**config.mk**
```make
export PLATFORM = sky130hd
export DESIGN_NAME = muscl_minmod_face_reconstruction_core
export DESIGN_NICKNAME = d
export VERILOG_FILES = /design/src/rtl/core/mmfr_pkg.sv /design/src/rtl/core/muscl_minmod_face_reconstruction_core.sv /design/src/rtl/core/mmfr_front.sv /design/src/rtl/core/mmfr_job_queue.sv /design/src/rtl/core/mmfr_back.sv
export SDC_FILE = /design/constraint.sdc
export NUM_CORES = 2
export LEC_CHECK = 0
export BUFFER_PORTS_ARGS = -buffer_cell sky130_fd_sc_hd__buf_4
export CAP_MARGIN = 0
export CELL_PAD_IN_SITES_DETAIL_PLACEMENT = 0
export CELL_PAD_IN_SITES_GLOBAL_PLACEMENT = 1
export CORE_MARGIN = 1
export CORE_UTILIZATION = 40
export CTS_CLUSTER_DIAMETER = 120
export CTS_CLUSTER_SIZE = 25
export DETAILED_ROUTE_END_ITERATION = 6
export PLACE_DENSITY = 0.71
export SKIP_LAST_GASP = 1
export SLEW_MARGIN = 20
export SYNTH_ARGS = -nofsm -noshare
export SYNTH_HDL_FRONTEND = slang
export SYNTH_SLANG_ARGS = --single-unit
export TNS_END_PERCENT = 1
```
**constraint.sdc**
```tcl
create_clock -name clk -period 16.8 [get_ports clk]
set_input_delay 3.36 -clock clk [delete_from_list [all_inputs] [get_ports clk]]
set_output_delay 3.36 -clock clk [all_outputs]
set_load 0.03 [all_outputs]
```
**src/rtl/core/mmfr_pkg.sv**
```systemverilog
// Shared types, constants and arithmetic helpers for the MUSCL minmod face reconstruction core.
package mmfr_pkg;

  // Value and index widths.
  localparam int DATA_W  = 32;
  localparam int SLOPE_W = DATA_W + 1;
  localparam int SUM_W   = DATA_W + 2;
  localparam int FACE_W  = 10;
  localparam int CNT_W   = 11;

  // Sweep length limit: the node that arrives at this count closes the sweep.
  localparam int MAX_NODES = 1024;
  localparam logic [CNT_W-1:0] LAST_COUNT = CNT_W'(MAX_NODES - 1);
  localparam logic [CNT_W-1:0] INNER_COUNT = CNT_W'(2);

  // Job queue between the front and back parts.
  localparam int QUEUE_DEPTH = 4;
  localparam int QPTR_W      = $clog2(QUEUE_DEPTH);
  localparam int QCNT_W      = $clog2(QUEUE_DEPTH + 1);

  typedef logic signed [DATA_W-1:0]  data_t;
  typedef logic signed [SLOPE_W-1:0] slope_t;
  typedef logic signed [SUM_W-1:0]   sum_t;

  localparam data_t DATA_MAX = {1'b0, {(DATA_W - 1){1'b1}}};
  localparam data_t DATA_MIN = {1'b1, {(DATA_W - 1){1'b0}}};

  // Operands of one variable for the faces that one node closes.
  typedef struct packed {
    data_t  older;   // node i
    slope_t pend;    // limited slope of node i
    data_t  recent;  // node i+1
    slope_t slope;   // limited slope of node i+1
    data_t  node;    // the node just received
  } var_job_t;

  // One queued job: an inner face, a final face, or both.
  typedef struct packed {
    logic              need_normal;
    logic              need_final;
    logic [FACE_W-1:0] final_idx;
    var_job_t          first;
    var_job_t          second;
  } job_t;

  // One result transaction.
  typedef struct packed {
    logic [FACE_W-1:0] face_index;
    data_t             first_left;
    data_t             first_right;
    data_t             second_left;
    data_t             second_right;
    logic              last_of_run;
    logic              last_face;
  } result_t;

  // Minmod: zero on opposite signs or a zero operand, else the smaller magnitude.
  function automatic slope_t minmod(slope_t a, slope_t b);
    slope_t r;
    r = '0;
    if (!a[SLOPE_W-1] && (a != '0) && !b[SLOPE_W-1] && (b != '0)) begin
      r = (a < b) ? a : b;
    end else if (a[SLOPE_W-1] && b[SLOPE_W-1]) begin
      r = (a > b) ? a : b;
    end
    return r;
  endfunction

  // Halving rounds toward minus infinity.
  function automatic slope_t half(slope_t x);
    return x >>> 1;
  endfunction

  // Clamp a widened sum to the signed data range.
  function automatic data_t saturate(sum_t x);
    logic [SUM_W-DATA_W:0] top;
    data_t                 r;
    top = x[SUM_W-1:DATA_W-1];
    if ((&top) || !(|top)) begin
      r = $signed(x[DATA_W-1:0]);
    end else if (x[SUM_W-1]) begin
      r = DATA_MIN;
    end else begin
      r = DATA_MAX;
    end
    return r;
  endfunction

endpackage

```
**src/rtl/core/muscl_minmod_face_reconstruction_core.sv**
```systemverilog
// Top level of the MUSCL minmod face reconstruction core.
// Nodes enter one a cycle while full is low, through a queue-style port, into the front
// part, which holds the three-node window and the minmod slopes; results leave one face a
// cycle while they are taken, from the back part through its output register, so a sweep
// of N nodes yields N-1 faces. The last node of a sweep of three or more nodes yields two
// faces and so holds the back part for both; the four-entry job queue between the two parts
// absorbs that, and full rises only once the result side has stalled long enough to fill it.
// The first result of a node passes through the job queue and then the output register.
module muscl_minmod_face_reconstruction_core
  import mmfr_pkg::*;
(
  input  logic              clk,
  input  logic              rst,
  input  logic              push,
  output logic              full,
  input  data_t             first_value,
  input  data_t             second_value,
  input  logic              last_node,
  output logic              empty,
  input  logic              pop,
  output logic [FACE_W-1:0] face_index,
  output data_t             first_left,
  output data_t             first_right,
  output data_t             second_left,
  output data_t             second_right,
  output logic              last_of_run,
  output logic              last_face
);

  logic q_full;
  logic q_push;
  job_t q_wr_job;
  logic q_pop;
  logic q_valid;
  job_t q_rd_job;

  // Window and slope front part.
  mmfr_front u_front (
    .clk          (clk),
    .rst          (rst),
    .push         (push),
    .full         (full),
    .first_value  (first_value),
    .second_value (second_value),
    .last_node    (last_node),
    .q_full       (q_full),
    .q_push       (q_push),
    .q_job        (q_wr_job)
  );

  // Job queue.
  mmfr_job_queue u_queue (
    .clk      (clk),
    .rst      (rst),
    .wr_en    (q_push),
    .wr_job   (q_wr_job),
    .q_full   (q_full),
    .rd_en    (q_pop),
    .rd_valid (q_valid),
    .rd_job   (q_rd_job)
  );

  // Face state back part.
  mmfr_back u_back (
    .clk          (clk),
    .rst          (rst),
    .q_valid      (q_valid),
    .q_job        (q_rd_job),
    .q_pop        (q_pop),
    .pop          (pop),
    .empty        (empty),
    .face_index   (face_index),
    .first_left   (first_left),
    .first_right  (first_right),
    .second_left  (second_left),
    .second_right (second_right),
    .last_of_run  (last_of_run),
    .last_face    (last_face)
  );

endmodule

```
**src/rtl/core/mmfr_front.sv**
```systemverilog
// Front part: takes node transactions, keeps the three-node window and queues face jobs.
module mmfr_front
  import mmfr_pkg::*;
(
  input  logic  clk,
  input  logic  rst,
  input  logic  push,
  output logic  full,
  input  data_t first_value,
  input  data_t second_value,
  input  logic  last_node,
  input  logic  q_full,
  output logic  q_push,
  output job_t  q_job
);

  logic [CNT_W-1:0] node_count;
  data_t            first_older;
  data_t            first_recent;
  slope_t           first_pend;
  data_t            second_older;
  data_t            second_recent;
  slope_t           second_pend;

  logic   accept;
  logic   last;
  logic   inner;
  slope_t first_slope;
  slope_t second_slope;

  // Classify the node and build the job it causes.
  always_comb begin
    accept = push && !q_full;
    last   = last_node || (node_count >= LAST_COUNT);
    inner  = node_count >= INNER_COUNT;

    // End nodes carry no slope, so none is formed while the first two nodes of a sweep arrive.
    first_slope  = '0;
    second_slope = '0;
    if (inner) begin
      first_slope  = minmod(slope_t'(first_value) - slope_t'(first_recent),
                            slope_t'(first_recent) - slope_t'(first_older));
      second_slope = minmod(slope_t'(second_value) - slope_t'(second_recent),
                            slope_t'(second_recent) - slope_t'(second_older));
    end

    q_job.need_normal   = inner;
    q_job.need_final    = last && (node_count != '0);
    q_job.final_idx     = node_count[FACE_W-1:0] - FACE_W'(1);
    q_job.first.older   = first_older;
    q_job.first.pend    = first_pend;
    q_job.first.recent  = first_recent;
    q_job.first.slope   = first_slope;
    q_job.first.node    = first_value;
    q_job.second.older  = second_older;
    q_job.second.pend   = second_pend;
    q_job.second.recent = second_recent;
    q_job.second.slope  = second_slope;
    q_job.second.node   = second_value;

    q_push = accept && (q_job.need_normal || q_job.need_final);
    full   = q_full;
  end

  // Node counter: the last node of a sweep restarts it.
  always_ff @(posedge clk) begin
    if (rst) begin
      node_count <= '0;
    end else if (accept) begin
      if (last) begin
        node_count <= '0;
      end else begin
        node_count <= node_count + CNT_W'(1);
      end
    end
  end

  // Window shift; stale values are never read before being overwritten.
  always_ff @(posedge clk) begin
    if (accept) begin
      first_older   <= first_recent;
      first_recent  <= first_value;
      first_pend    <= first_slope;
      second_older  <= second_recent;
      second_recent <= second_value;
      second_pend   <= second_slope;
    end
  end

endmodule

```
**src/rtl/core/mmfr_job_queue.sv**
```systemverilog
// Short job queue in flip-flops that decouples the front and back parts.
module mmfr_job_queue
  import mmfr_pkg::*;
(
  input  logic clk,
  input  logic rst,
  input  logic wr_en,
  input  job_t wr_job,
  output logic q_full,
  input  logic rd_en,
  output logic rd_valid,
  output job_t rd_job
);

  job_t              entries [QUEUE_DEPTH];
  logic [QPTR_W-1:0] wr_ptr;
  logic [QPTR_W-1:0] rd_ptr;
  logic [QCNT_W-1:0] fill;

  assign q_full   = fill == QCNT_W'(QUEUE_DEPTH);
  assign rd_valid = fill != '0;
  assign rd_job   = entries[rd_ptr];

  // Pointers and fill level.
  always_ff @(posedge clk) begin
    if (rst) begin
      wr_ptr <= '0;
      rd_ptr <= '0;
      fill   <= '0;
    end else begin
      if (wr_en) begin
        wr_ptr <= wr_ptr + QPTR_W'(1);
      end
      if (rd_en) begin
        rd_ptr <= rd_ptr + QPTR_W'(1);
      end
      if (wr_en && !rd_en) begin
        fill <= fill + QCNT_W'(1);
      end else if (rd_en && !wr_en) begin
        fill <= fill - QCNT_W'(1);
      end
    end
  end

  // Entry storage.
  always_ff @(posedge clk) begin
    if (wr_en) begin
      entries[wr_ptr] <= wr_job;
    end
  end

endmodule

```
**src/rtl/core/mmfr_back.sv**
```systemverilog
// Back part: turns queued jobs into saturated left and right face states, one face a cycle while results are taken.
module mmfr_back
  import mmfr_pkg::*;
(
  input  logic              clk,
  input  logic              rst,
  input  logic              q_valid,
  input  job_t              q_job,
  output logic              q_pop,
  input  logic              pop,
  output logic              empty,
  output logic [FACE_W-1:0] face_index,
  output data_t             first_left,
  output data_t             first_right,
  output data_t             second_left,
  output data_t             second_right,
  output logic              last_of_run,
  output logic              last_face
);

  logic    out_valid;
  result_t out_res;
  logic    on_final;
  logic    load;
  logic    do_final;
  result_t res;

  // Face states of one variable for the face selected by do_final.
  function automatic void face_states(input var_job_t v, input logic fin,
                                      output data_t left, output data_t right);
    data_t  base;
    slope_t step;
    base  = fin ? v.recent : v.older;
    step  = fin ? half(v.slope) : half(v.pend);
    left  = saturate(sum_t'(base) + sum_t'(step));
    right = fin ? v.node : saturate(sum_t'(v.recent) - sum_t'(half(v.slope)));
  endfunction

  // Select the face of the head job and form its result.
  always_comb begin
    load     = q_valid && (!out_valid || pop);
    do_final = on_final || !q_job.need_normal;
    q_pop    = load && (do_final || !q_job.need_final);

    res.face_index  = do_final ? q_job.final_idx : q_job.final_idx - FACE_W'(1);
    res.last_of_run = do_final || !q_job.need_final;
    res.last_face   = do_final;
    face_states(q_job.first, do_final, res.first_left, res.first_right);
    face_states(q_job.second, do_final, res.second_left, res.second_right);
  end

  // Output register valid flag and face phase.
  always_ff @(posedge clk) begin
    if (rst) begin
      out_valid <= 1'b0;
      on_final  <= 1'b0;
    end else begin
      if (load) begin
        out_valid <= 1'b1;
        on_final  <= !q_pop;
      end else if (pop) begin
        out_valid <= 1'b0;
      end
    end
  end

  // Output payload.
  always_ff @(posedge clk) begin
    if (load) begin
      out_res <= res;
    end
  end

  assign empty        = !out_valid;
  assign face_index   = out_res.face_index;
  assign first_left   = out_res.first_left;
  assign first_right  = out_res.first_right;
  assign second_left  = out_res.second_left;
  assign second_right = out_res.second_right;
  assign last_of_run  = out_res.last_of_run;
  assign last_face    = out_res.last_face;

endmodule

```
==> impl_results.md <==
- I/O Pins: 211
- Synth Area in Compound Gates: 9.07%
- Leakage: just over 30 nW
- VDD IR-drop max: roughly 0.0002 V
- Reg power frac: 33.6%
- Most used DFF post-synth: edfxtp_1
- Core area: 195000 um2
- Cell Chain, Critical Path: buf_4, inv_1, ha_1, inv_1, fa_1, a211oi_2, o21ai_1, a21o_1, and3_1, o211ai_1, a21oi_1, a2111oi_0, mux2_2, ha_1, nand3b_1, o21ai_1, buf_4, nor2b_1, nand2b_1, o32ai_4, a21o_4, a31oi_2, a21o_1, a22o_1
- Worst-Margin Slew: 1.06 ns
- Critical Path RT: about 17 ns
- Clock power frac: roughly an eighth
- Clk_lat worst skew: 0.75 ns
- Fmax: 0.100 GHz
- Post-synth EDFFs: 1660
- Total GRT Usage: 20.4%
- 1st-iter DRT viols: 4377
- Clock buffer count from CTS: 80
- Drt pass-1 iters: 7
- Xor/xnor share of the synthesized area: 2.41%
- FF-to-FF path depth: 25
- Post-layout minimum cycle time: 9.98 ns
- Width of the die: 446 um
- Initial antenna violation count: 7
- Hold Crit Depth: 1
- GPL Wtd Cong: around 0.9
- WL met2: between 100000 and 150000 um
- Synth warnings: 0
- Crit path max-delay cell type: a21o_1
- Commonest non-fill, non-tap cell in the layout: edfxtp_1
- Post-synthesis adder-cell area fraction: roughly 5.4%
- Switching share of power: a little over two fifths
- CTS tree: done
- DIE HEIGHT: 446 um
- Routed WL: 205000 um
- Max_cap viols: 0
- DPL Wire Length: between 100000 and 150000 um
- Post-Syn Nets: 5771
- Htree depth: 3
- Metal-1 WL: 87300 um
- Netlist cell types: 100
- Non-Filler Instances: 8211
- Avg Cell Area, Syn: 14.7 um2
- FF-to-FF setup slack: 7.13 ns
- Critical path destination: u_front.second_pend[17]
- Setup TNS: 0 ns
- Comb power frac: between 50% and 60%
- Site Rows: between 150 and 200
- Fin crit share: 59.4%
- # setup viols final: 0
- Slew headroom: 29.3%
- Worst hold slack: 0.492 ns
- Nets: ~6000
- RSZ-0062 raised after global routing: no
- Status: finished, final reports clean
- CP Capture Type: register
- Seq cells post-synth: 1682
- Post-CTS resize count: 0
- Simple-gate share of the synthesized area: 6.94%
- Longest Clk Path Bufs: 3
- First-pass GRT wire length: 301000 um
- Pint: 9.72 mW
- Worst Skew: 0.0491 ns
- Fin. max-slew vios: 0
- Port Buf Inserts: 210
- Largest family of logic cells by synthesized area: multiplexers
- Net load switching power: 7.42 mW
- CP arrival: 10.52 ns
- Drt via density: 5.63
- Mapped cell area: 78800 um2
- DR DRC count: 0
- Final core utilization: 44.0%
- Routed wire per std cell: 25.0 um
- Asr flop ratio synth: 0%
- Hold Violations, Final: 0
- Synth Instances: between 5000 and 6000
- Dpl cell area: 83700 um2
- Largest net degree at the start of global routing: 123
- Hold_buf cts: 0
- Placed Instances: 8098
- Post-synthesis mux area share: 9.77%
- Layout area overhead: 9.15%
- P per Cell Area: 199 nW/um2
- Clock transition at the registers of the reported paths: 0.09 ns
- Starting Density: between 40% and 50%
- Hold crit path type: register to register
- Crit Path Max Fanout: 22
- Design area: 86000 um2
- Sequential area share after synthesis: 63.8%
- CP max stage delay: 0.87 ns
- Total global routing overflow: 0
- Routed Antenna Nets: 0
- Fraction of layout cells with a size suffix above 1: 14.1%
- Vias in the first global route: 45900
- Type of origin of the critical path: primary input
- Die area: 199000 um2
- # clock sinks: 1682
- Via Count: 46200
- DR top layer: met5
- Critical path class: primary input to register
- Met3 wirelength from detailed routing: 10300 um
- Setup crit start: second_value[0]
- Most frequent cells in the layout: edfxtp_1 (1660), nand2_1 (440), inv_1 (352), mux4_2 (331), ha_1 (327)
- RR Endpoint: u_back.second_left[15]
- Root Driver: clkbuf_16
- Setup repair bufs after CTS: 0
==> routing by layer <==
metal  vias to the layer above  GRT usage (%)
met4                         2           6.04
li1                      21100              -
met3                       216           2.41
met5                         -              0
met2                      1246           34.6
met1                     23600           27.3
==> worst min path at each step <==
| stage | startpoint | slack [ns] | to |
|---|---|---|---|
| after detailed placement | u_front.node_count[10] | 0.48 | u_front.node_count[10] |
| after CTS | u_front.node_count[10] | 0.49 | u_front.node_count[10] |
| final | u_front.node_count[10] | 0.49 | u_front.node_count[10] |
| after global routing | u_front.node_count[10] | 0.52 | u_front.node_count[10] |
| after global placement | u_front.first_pend[4] | 0.47 | u_queue.entries[2][263] |
| after floorplan | u_back.out_valid | 0.45 | u_back.out_valid |
==> through the flow <==
stage	power, mW	setup slack, ns
after floorplan	11.9	-0.992
after global placement	15.0	6.26
after detailed placement	15.0	6.26
after CTS	17.3	7.01
after global routing	18.1	6.55
final	17.1	6.82
==> logic make-up (layout without fill, tap and decap cells) <==
| logic type | Yosys count | count (layout) |
|---|---|---|
| compound gates | 1103 | 1103 |
| xor+xnor | 214 | 214 |
| fa+ha+maj | 336 | 336 |
| buf+inv | 529 | 746 |
| flops | 1682 | 1682 |
| mux | 355 | 355 |
| other cells | 0 | 4 |
| simple gates | 1147 | 1147 |
==> power by group through the flow <==
stage	Sequential [mW]	Combinational, mW	Clock [mW]
2_1_floorplan	6.23	5.67	0
3_3_place_gp	5.86	9.11	0
3_5_place_dp	5.88	9.16	0
4_1_cts	5.78	9.21	2.30
5_1_grt	5.82	9.91	2.42
6_report	5.77	9.14	2.24
==> synth_stat cells, types with 12 or more instances <==
library cell / number / area share, %
o21a_1: 56 / 0.53
nand2_1: 441 / 2.1
xor2_1: 76 / 0.84
a21oi_1: 266 / 1.7
nor3_1: 84 / 0.53
nand2b_1: 43 / 0.34
o31ai_1: 15 / 0.14
o211ai_1: 23 / 0.22
a211oi_1: 32 / 0.30
o21bai_1: 33 / 0.31
nand4b_1: 12 / 0.13
nand3_1: 61 / 0.39
and3_1: 35 / 0.28
clkbuf_1: 127 / 0.60
inv_1: 353 / 1.7
a22o_1: 22 / 0.24
a2111oi_0: 16 / 0.18
nor2_1: 226 / 1.1
dfxtp_1: 22 / 0.56
or3_1: 29 / 0.23
a21o_1: 136 / 1.3
a211o_1: 21 / 0.23
buf_1: 30 / 0.14
a221oi_1: 15 / 0.17
nor2b_1: 43 / 0.34
nand4_1: 38 / 0.30
xnor2_1: 136 / 1.5
mux4_2: 331 / 9.5
and2_1: 30 / 0.24
o22ai_1: 44 / 0.35
mux2i_1: 19 / 0.24
or2_2: 26 / 0.21
o21ai_0: 282 / 1.8
nor4_1: 20 / 0.16
nor3b_1: 15 / 0.14
a31oi_1: 24 / 0.19
edfxtp_1: 1660 / 63
ha_1: 327 / 5.2
==> state kept, by name (all words and copies together) (netlist names), 3 cells and up, named ones only <==
register               cells
u_queue.entries         1328
u_back.first_left         32
u_back.first_right        32
u_back.second_left        32
u_back.second_right       32
u_front.first_older       32
u_front.first_pend        32
u_front.first_recent      32
u_front.second_older      32
u_front.second_pend       32
u_front.second_recent     32
u_front.node_count        11
u_back.face_index         10
u_queue.fill               3
==> layout make-up <==
type | count | area (um2)
fill | 17600 | 109000
sequential | 1682 | 50300
multi-input combinational | 3155 | 26600
tap | 2624 | 3280
timing repair buffer | 284 | 2220
clock buffer | 99 | 2160
inverter | 353 | 1330
clock inverter | 10 | 135
antenna | 4 | 10.0
==> critical path: cells and delay by family <==
kind	cells	cell delay (ns)
compound gates	12	4.42
simple gates	4	0.78
buf+inv	4	0.54
mux	1	0.27
fa+ha+maj	3	1.11
(Power assumes the default switching activity.)
